`src/rtl/core/evp_pkg.sv`:
```
package evp_pkg;

    localparam int MAX_TAGS = 8;

    // byte offset counter peaks at 16 + 4*MAX_TAGS - 3
    localparam int POS_W = $clog2(16 + 4 * MAX_TAGS + 3);
    localparam int TAG_W = $clog2(MAX_TAGS + 1);

    localparam int NUM_REGS = 6;
    localparam int NUM_INNER = 5;
    localparam int ADDR_W = 5;

    localparam logic [POS_W-1:0] POS_ETYPE_LO = POS_W'(13);
    localparam logic [POS_W-1:0] POS_TCI_LO = POS_W'(15);
    localparam logic [POS_W-1:0] POS_TAGS = POS_W'(16);

    localparam logic [15:0] ETHTYPE_IPV4 = 16'h0800;
    localparam logic [15:0] ETHTYPE_IPV6 = 16'h86dd;
    localparam logic [15:0] VID_MASK = 16'h0fff;

    localparam logic [2:0] ST_NOT_VLAN = 3'd0;
    localparam logic [2:0] ST_IPV4 = 3'd1;
    localparam logic [2:0] ST_IPV6 = 3'd2;
    localparam logic [2:0] ST_OTHER = 3'd3;
    localparam logic [2:0] ST_TRUNC = 3'd4;
    localparam logic [2:0] ST_TOO_MANY = 3'd5;

    localparam logic [1:0] CLS_ONE = 2'd0;
    localparam logic [1:0] CLS_TWO = 2'd1;
    localparam logic [1:0] CLS_MORE = 2'd2;

    localparam logic [2:0] REG_OUTER_TPID = 3'd0;
    localparam logic [2:0] REG_TPID_A = 3'd1;
    localparam logic [2:0] REG_TPID_B = 3'd2;
    localparam logic [2:0] REG_TPID_C = 3'd3;
    localparam logic [2:0] REG_TPID_D = 3'd4;
    localparam logic [2:0] REG_TPID_E = 3'd5;

    localparam logic [15:0] RST_OUTER_TPID = 16'h8100;
    localparam logic [15:0] RST_TPID_A = 16'h8100;
    localparam logic [15:0] RST_TPID_B = 16'h88a8;
    localparam logic [15:0] RST_TPID_C = 16'h9100;
    localparam logic [15:0] RST_TPID_D = 16'h9200;
    localparam logic [15:0] RST_TPID_E = 16'h9300;

    typedef struct packed {
        logic [7:0] data_byte;
        logic       last_byte;
    } t_in;

    typedef struct packed {
        logic [2:0]  status;
        logic [15:0] outer_tci;
        logic [11:0] vlan_id;
        logic [3:0]  tag_layers;
        logic [1:0]  tag_class;
        logic [15:0] l3_ethertype;
        logic [5:0]  l3_offset;
    } t_out;

    typedef struct packed {
        logic [15:0]                outer_tpid;
        logic [NUM_INNER-1:0][15:0] tag_tpid;
    } t_cfg;

    function automatic logic [1:0] tag_class_of(input logic [TAG_W-1:0] n);
        logic [1:0] c;
        if (n <= TAG_W'(1)) begin
            c = CLS_ONE;
        end else if (n == TAG_W'(2)) begin
            c = CLS_TWO;
        end else begin
            c = CLS_MORE;
        end
        return c;
    endfunction

endpackage

```
`src/rtl/core/evp_parser.sv`:
```
module evp_parser (
    input  logic              i_clk,
    input  logic              i_rst_n,
    input  logic              i_accept,
    input  evp_pkg::t_in      i_word,
    input  evp_pkg::t_cfg     i_cfg,
    output logic              o_emit,
    output evp_pkg::t_out     o_res
);

    logic [evp_pkg::POS_W-1:0] r_pos, n_pos;
    logic [evp_pkg::TAG_W-1:0] r_tags, n_tags;
    logic [15:0]               r_outer, n_outer;
    logic [7:0]                r_hold, n_hold;
    logic                      r_decided, n_decided;

    logic [15:0] pair;
    logic        is_tpid;

    assign pair = {r_hold, i_word.data_byte};

    always_comb begin
        is_tpid = 1'b0;
        for (int i = 0; i < evp_pkg::NUM_INNER; i++) begin
            if (i_cfg.tag_tpid[i] == pair) begin
                is_tpid = 1'b1;
            end
        end
    end

    function automatic evp_pkg::t_out make_res(
        input logic [2:0]                st,
        input logic [15:0]               tci,
        input logic [evp_pkg::TAG_W-1:0] layers,
        input logic [1:0]                cls,
        input logic [15:0]               l3type,
        input logic [5:0]                l3off
    );
        evp_pkg::t_out r;
        r.status       = st;
        r.outer_tci    = tci;
        r.vlan_id      = 12'(tci & evp_pkg::VID_MASK);
        r.tag_layers   = 4'(layers);
        r.tag_class    = cls;
        r.l3_ethertype = l3type;
        r.l3_offset    = l3off;
        return r;
    endfunction

    always_comb begin
        n_pos     = r_pos;
        n_tags    = r_tags;
        n_outer   = r_outer;
        n_hold    = r_hold;
        n_decided = r_decided;
        o_emit    = 1'b0;
        o_res     = make_res(evp_pkg::ST_NOT_VLAN, 16'd0, '0, evp_pkg::CLS_ONE, 16'd0, 6'd0);

        if (!r_decided) begin
            if (!r_pos[0]) begin
                n_hold = i_word.data_byte;
            end else if (r_pos == evp_pkg::POS_ETYPE_LO) begin
                if (pair != i_cfg.outer_tpid) begin
                    o_emit    = 1'b1;
                    n_decided = 1'b1;
                end else begin
                    n_tags = evp_pkg::TAG_W'(1);
                end
            end else if (r_pos == evp_pkg::POS_TCI_LO) begin
                n_outer = pair;
            end else if (r_pos >= evp_pkg::POS_TAGS && r_pos[1:0] == 2'b01) begin
                // type field of the next header: another tag or the L3 type
                if (is_tpid) begin
                    if (r_tags >= evp_pkg::TAG_W'(evp_pkg::MAX_TAGS)) begin
                        o_emit    = 1'b1;
                        n_decided = 1'b1;
                        o_res     = make_res(evp_pkg::ST_TOO_MANY, r_outer,
                                             evp_pkg::TAG_W'(evp_pkg::MAX_TAGS),
                                             evp_pkg::CLS_MORE, 16'd0, 6'd0);
                    end else begin
                        n_tags = r_tags + evp_pkg::TAG_W'(1);
                    end
                end else begin
                    o_emit    = 1'b1;
                    n_decided = 1'b1;
                    o_res     = make_res((pair == evp_pkg::ETHTYPE_IPV4) ? evp_pkg::ST_IPV4 :
                                         (pair == evp_pkg::ETHTYPE_IPV6) ? evp_pkg::ST_IPV6 :
                                         evp_pkg::ST_OTHER,
                                         r_outer, r_tags, evp_pkg::tag_class_of(r_tags),
                                         pair, 6'(r_pos + evp_pkg::POS_W'(1)));
                end
            end
            if (!n_decided) begin
                n_pos = r_pos + evp_pkg::POS_W'(1);
            end
        end

        if (i_word.last_byte) begin
            if (!n_decided) begin
                o_emit = 1'b1;
                o_res  = make_res(evp_pkg::ST_TRUNC, n_outer, n_tags,
                                  evp_pkg::tag_class_of(n_tags), 16'd0, 6'd0);
            end
            n_pos     = '0;
            n_tags    = '0;
            n_outer   = '0;
            n_hold    = '0;
            n_decided = 1'b0;
        end
    end

    always_ff @(posedge i_clk) begin
        if (!i_rst_n) begin
            r_pos     <= '0;
            r_tags    <= '0;
            r_outer   <= '0;
            r_hold    <= '0;
            r_decided <= 1'b0;
        end else if (i_accept) begin
            r_pos     <= n_pos;
            r_tags    <= n_tags;
            r_outer   <= n_outer;
            r_hold    <= n_hold;
            r_decided <= n_decided;
        end
    end

endmodule

```
`src/rtl/core/ethernet_vlan_stack_parser.sv`:
```
// A frame's result word is registered; it appears in the cycle after its deciding byte.
// One byte per cycle unless stalled; the frame state updates in one pass per byte.
// The input stalls only while a result is held and the output side stalls.
// Reset (synchronous, active low) clears the frame state, drops any held result
// and loads the TPID registers with 0x8100, 0x8100, 0x88a8, 0x9100, 0x9200, 0x9300.
module ethernet_vlan_stack_parser (
    input  logic                       i_clk,
    input  logic                       i_rst_n,
    input  logic                       i_in_valid,
    output logic                       o_in_stall,
    input  evp_pkg::t_in               i_in_data,
    output logic                       o_out_valid,
    input  logic                       i_out_stall,
    output evp_pkg::t_out              o_out_data,
    input  logic                       psel,
    input  logic                       penable,
    input  logic                       pwrite,
    input  logic [evp_pkg::ADDR_W-1:0] paddr,
    input  logic [31:0]                pwdata,
    output logic [31:0]                prdata,
    output logic                       pready
);

    evp_pkg::t_cfg r_cfg;
    logic [2:0]    reg_idx;
    logic          cfg_wr;

    logic          in_accept;
    logic          emit;
    evp_pkg::t_out res;

    logic          r_out_valid;
    evp_pkg::t_out r_out_data;

    assign pready  = 1'b1;
    assign reg_idx = paddr[evp_pkg::ADDR_W-1:2];
    assign cfg_wr  = psel & penable & pwrite;

    always_ff @(posedge i_clk) begin
        if (!i_rst_n) begin
            r_cfg.outer_tpid  <= evp_pkg::RST_OUTER_TPID;
            r_cfg.tag_tpid[0] <= evp_pkg::RST_TPID_A;
            r_cfg.tag_tpid[1] <= evp_pkg::RST_TPID_B;
            r_cfg.tag_tpid[2] <= evp_pkg::RST_TPID_C;
            r_cfg.tag_tpid[3] <= evp_pkg::RST_TPID_D;
            r_cfg.tag_tpid[4] <= evp_pkg::RST_TPID_E;
        end else if (cfg_wr) begin
            case (reg_idx)
                evp_pkg::REG_OUTER_TPID: r_cfg.outer_tpid  <= pwdata[15:0];
                evp_pkg::REG_TPID_A:     r_cfg.tag_tpid[0] <= pwdata[15:0];
                evp_pkg::REG_TPID_B:     r_cfg.tag_tpid[1] <= pwdata[15:0];
                evp_pkg::REG_TPID_C:     r_cfg.tag_tpid[2] <= pwdata[15:0];
                evp_pkg::REG_TPID_D:     r_cfg.tag_tpid[3] <= pwdata[15:0];
                evp_pkg::REG_TPID_E:     r_cfg.tag_tpid[4] <= pwdata[15:0];
                default: ;
            endcase
        end
    end

    always_comb begin
        case (reg_idx)
            evp_pkg::REG_OUTER_TPID: prdata = {16'd0, r_cfg.outer_tpid};
            evp_pkg::REG_TPID_A:     prdata = {16'd0, r_cfg.tag_tpid[0]};
            evp_pkg::REG_TPID_B:     prdata = {16'd0, r_cfg.tag_tpid[1]};
            evp_pkg::REG_TPID_C:     prdata = {16'd0, r_cfg.tag_tpid[2]};
            evp_pkg::REG_TPID_D:     prdata = {16'd0, r_cfg.tag_tpid[3]};
            evp_pkg::REG_TPID_E:     prdata = {16'd0, r_cfg.tag_tpid[4]};
            default:                 prdata = 32'd0;
        endcase
    end

    assign o_in_stall = r_out_valid & i_out_stall;
    assign in_accept  = i_in_valid & ~o_in_stall;

    evp_parser u_parser (
        .i_clk    (i_clk),
        .i_rst_n  (i_rst_n),
        .i_accept (in_accept),
        .i_word   (i_in_data),
        .i_cfg    (r_cfg),
        .o_emit   (emit),
        .o_res    (res)
    );

    // result register: refilled in the same cycle its word is taken
    always_ff @(posedge i_clk) begin
        if (!i_rst_n) begin
            r_out_valid <= 1'b0;
        end else if (!o_in_stall) begin
            r_out_valid <= in_accept & emit;
        end
    end

    always_ff @(posedge i_clk) begin
        if (in_accept && emit) begin
            r_out_data <= res;
        end
    end

    assign o_out_valid = r_out_valid;
    assign o_out_data  = r_out_data;

endmodule

```
`config.mk`:
```
export PLATFORM = sky130hd
export DESIGN_NAME = ethernet_vlan_stack_parser
export DESIGN_NICKNAME = d
export VERILOG_FILES = /design/src/rtl/core/evp_pkg.sv /design/src/rtl/core/evp_parser.sv /design/src/rtl/core/ethernet_vlan_stack_parser.sv
export SDC_FILE = /design/constraint.sdc
export NUM_CORES = 1
export LEC_CHECK = 0
export BUFFER_PORTS_ARGS = -buffer_cell sky130_fd_sc_hd__buf_2
export CORE_ASPECT_RATIO = 1.25
export CORE_UTILIZATION = 24
export DETAILED_ROUTE_END_ITERATION = 10
export MAX_ROUTING_LAYER = met4
export SLEW_MARGIN = 20
export SYNTH_ARGS = -nofsm -noshare
export SYNTH_HDL_FRONTEND = slang
export SYNTH_HIERARCHICAL = 1
export SYNTH_SLANG_ARGS = --single-unit
```
`constraint.sdc`:
```
create_clock -name i_clk -period 11.6 [get_ports i_clk]
set_input_delay 0.58 -clock i_clk [delete_from_list [all_inputs] [get_ports i_clk]]
set_output_delay 0.58 -clock i_clk [all_outputs]
set_load 0.02 [all_outputs]
```
==> out/qor.csv <==
metric,value,unit
status,"finished, final reports clean",
most frequent cells in the layout,"dfxtp_1, buf_2, nand2_1",
pin count of the biggest net entering global routing,69,
vias in the first global route,7191,
Post-DRT Antenna Nets,0,
CTS Sinks,191,
Critical Path RT,11880,ps
synthesized area,0.00991,sq mm
Initial Utilization,24.5,%
combinational fraction of design power,8.6,%
clk_skew,18.5,ps
"Top FF cell, synth",dfxtp_1,
hold path start,pwdata[15],
die extent in x,184,um
reg2reg path depth,8,
global-route wire length before repair,44200,um
GRT overflow,0,
Worst setup SP type,flop,
Via density,4.71,
ys async rst share,0,%
final cell count without fillers,1584,
Final Cycle Share,34.5,%
"Data arrival, critical path",4290,ps
top fanout value on the critical path,16,
max_cap viols,0,
Final min period,4010,ps
Slew headroom,25.5,%
FP Rows,82,
DRC Markers,0,
IO buf count,111,
NetSw,0.412,mW
layout overhead on the synthesized area,14.1,%
worst min-delay path category,input port to flop,
Internal,1.07,mW
Post-Synthesis Cells,970,
WHS Path Cells,3,
"commonest non-fill, non-tap cell in the layout",dfxtp_1,
worst reg2reg startpoint,u_parser/r_hold[4]$_SDFFE_PN0P_,
"area leader, netlist",dfxtp_1,
Yosys reg bits,191,
GPL Wtd Cong,0.905,
Num CTS Buffers,17,
r2r endpoint,o_out_data[46]$_DFFE_PP_,
n_diodes,0,
Die H,229,um
clk_lat worst skew,450,ps
Clock Path Buffers,2,
Root Driver,clkbuf_16,
"setup slack, reg-to-reg",7590,ps
I/O pin cnt,147,
wire length per cell,18.6,um
die area,0.0421,sq mm
antenna violations before repair,0,
cts repair resizes,0,
Syn. warnings,6,
CTS Hold Bufs,0,
GRT Total Usage,14.4,%
Mean Syn Cell Area,10.2,sq um
hold worst-path end,r_cfg[95]$_SDFFE_PN1P_,
setup bufs post-CTS,0,
DRT Pass-1 Iters,7,
final hold violation count,0,
Reg power frac,47.7,%
post-synthesis sequential area ratio,44.5,%
Synth cell types,72,
Crit. End Element,flop,
setup TNS,0,ps
1st-iter DRT viols,588,
Final Power,1.48,mW
DP Wirelength,20800,um
max-slew violations,0,
Peak Freq,0.250,GHz
H-tree levels,4,
Synth area leaders,"dfxtp_1, edfxtp_1, mux2i_1",
final setup vio count,0,
RSZ-0062 raised after global routing,no,
vias post-DR,7458,
Worst-Margin Slew,1120,ps
CTS tree,done,
sw frac,27.8,%
Layout Nets,1084,
kind of critical path,flop to flop,
"CTS clk-pin slew, worst paths",80,ps
share of cells above drive strength 1,19.0,%
top-area cell type share of the netlist area,26.7,%
"Core Util, Final",28.0,%
Post-synth EDFFs,59,
Clk network pwr share,43.7,%
DP Cell Count,1552,
PD cells,131,mW/mm^2
leakage power,4.66,nW
Routed WL,29500,um
Core Area,0.0404,sq mm
crit path from,u_parser/r_hold[4]$_SDFFE_PN0P_,
worst vdd ir,0.103,mV
-- registers in the layout, indices dropped and copies added (netlist names) --
signal and flops:
o_out_data 59, o_out_valid 1, r_cfg 96, u_parser/r_decided 1, u_parser/r_hold 8, u_parser/r_outer 16, u_parser/r_pos 6, u_parser/r_tags 4
-- synth_stat cells (16+ instances only) --
library cell	number
mux2_2	24
buf_2	17
o21ai_0	29
nand2_1	108
a22oi_1	42
and2_1	24
dfxtp_1	132
xor2_1	85
nor4_1	22
buf_4	45
edfxtp_1	59
nor2_1	31
o211ai_1	17
inv_1	17
nor2b_1	23
mux2i_1	89
clkbuf_1	20
nand3_1	16
a22o_1	20
-- worst max-delay path, cell delays in order, from the launching register on --
cell and delay [ps]:
dfxtp_1 750, xnor2_1 250, nand4_1 180, nor3_2 450
nand2_2 190, a31o_1 270, a41oi_2 690, and3_1 740
a22o_1 310
-- logic make-up (layout without fill, tap and decap cells) --
group | count (synthesis) | after routing | share of synthesized area [%]
DFF | 191 | 191 | 44.5
muxes | 115 | 115 | 12.2
xor gates and xnor gates | 100 | 100 | 8.84
and+or+nand+nor | 281 | 281 | 14.9
AOI/OAI and AO/OA | 158 | 158 | 11.5
buffers and inverters | 116 | 169 | 7.15
other | 3 | 18 | 0.114
adders and majority gates | 6 | 6 | 0.757
-- how the worst max path moves through the flow --
stage                                           to  slack (ps)  depth (start not counted)
after floorplan            o_out_data[0]$_DFFE_PP_        6920                         11
after global placement    o_out_data[34]$_DFFE_PP_        7540                          9
after detailed placement  o_out_data[34]$_DFFE_PP_        7500                          9
after CTS                 o_out_data[34]$_DFFE_PP_        7660                          8
after global routing      o_out_data[50]$_DFFE_PP_        7450                          8
final                     o_out_data[46]$_DFFE_PP_        7590                          8
-- routing by layer --
metal	vias to the layer above	wire length (um)	GRT usage [%]	part of all wire (%)
met5	-	0	-	0
met4	0	677	4.40	2.3
met3	49	1560	2.58	5.3
met2	267	14100	23.3	48
met1	3621	13200	18.0	45
li1	3521	-	-	-
-- power groups by stage --
stage               clock network, mW  registers, mW  logic (mW)
finish                          0.648          0.709       0.128
global route                    0.688          0.710       0.136
CTS                             0.662          0.709       0.127
detailed placement                  0          0.724       0.127
global placement                    0          0.724       0.127
floorplan                           0          0.728      0.0842
-- metrics by stage --
step / hold slack [ps] / setup slack (ps) / cell area (sq um)
6_report: 411 / 7590 / 11300
2_1_floorplan: 456 / 6920 / 9970
3_3_place_gp: 468 / 7540 / 10600
3_5_place_dp: 476 / 7500 / 10600
5_1_grt: 417 / 7450 / 11300
4_1_cts: 393 / 7660 / 11300
-- layout make-up --
type                    count  area [sq um]
inverters                  19          71.3
well taps                 546           683
clock buffers              17           425
flip-flops and latches    191          4410
fillers                  4306         29100
clock inverters            15           246
repair buffers            118           611
multi-input cells         678          4860
No activity file was read; power rests on OpenSTA's default activity.
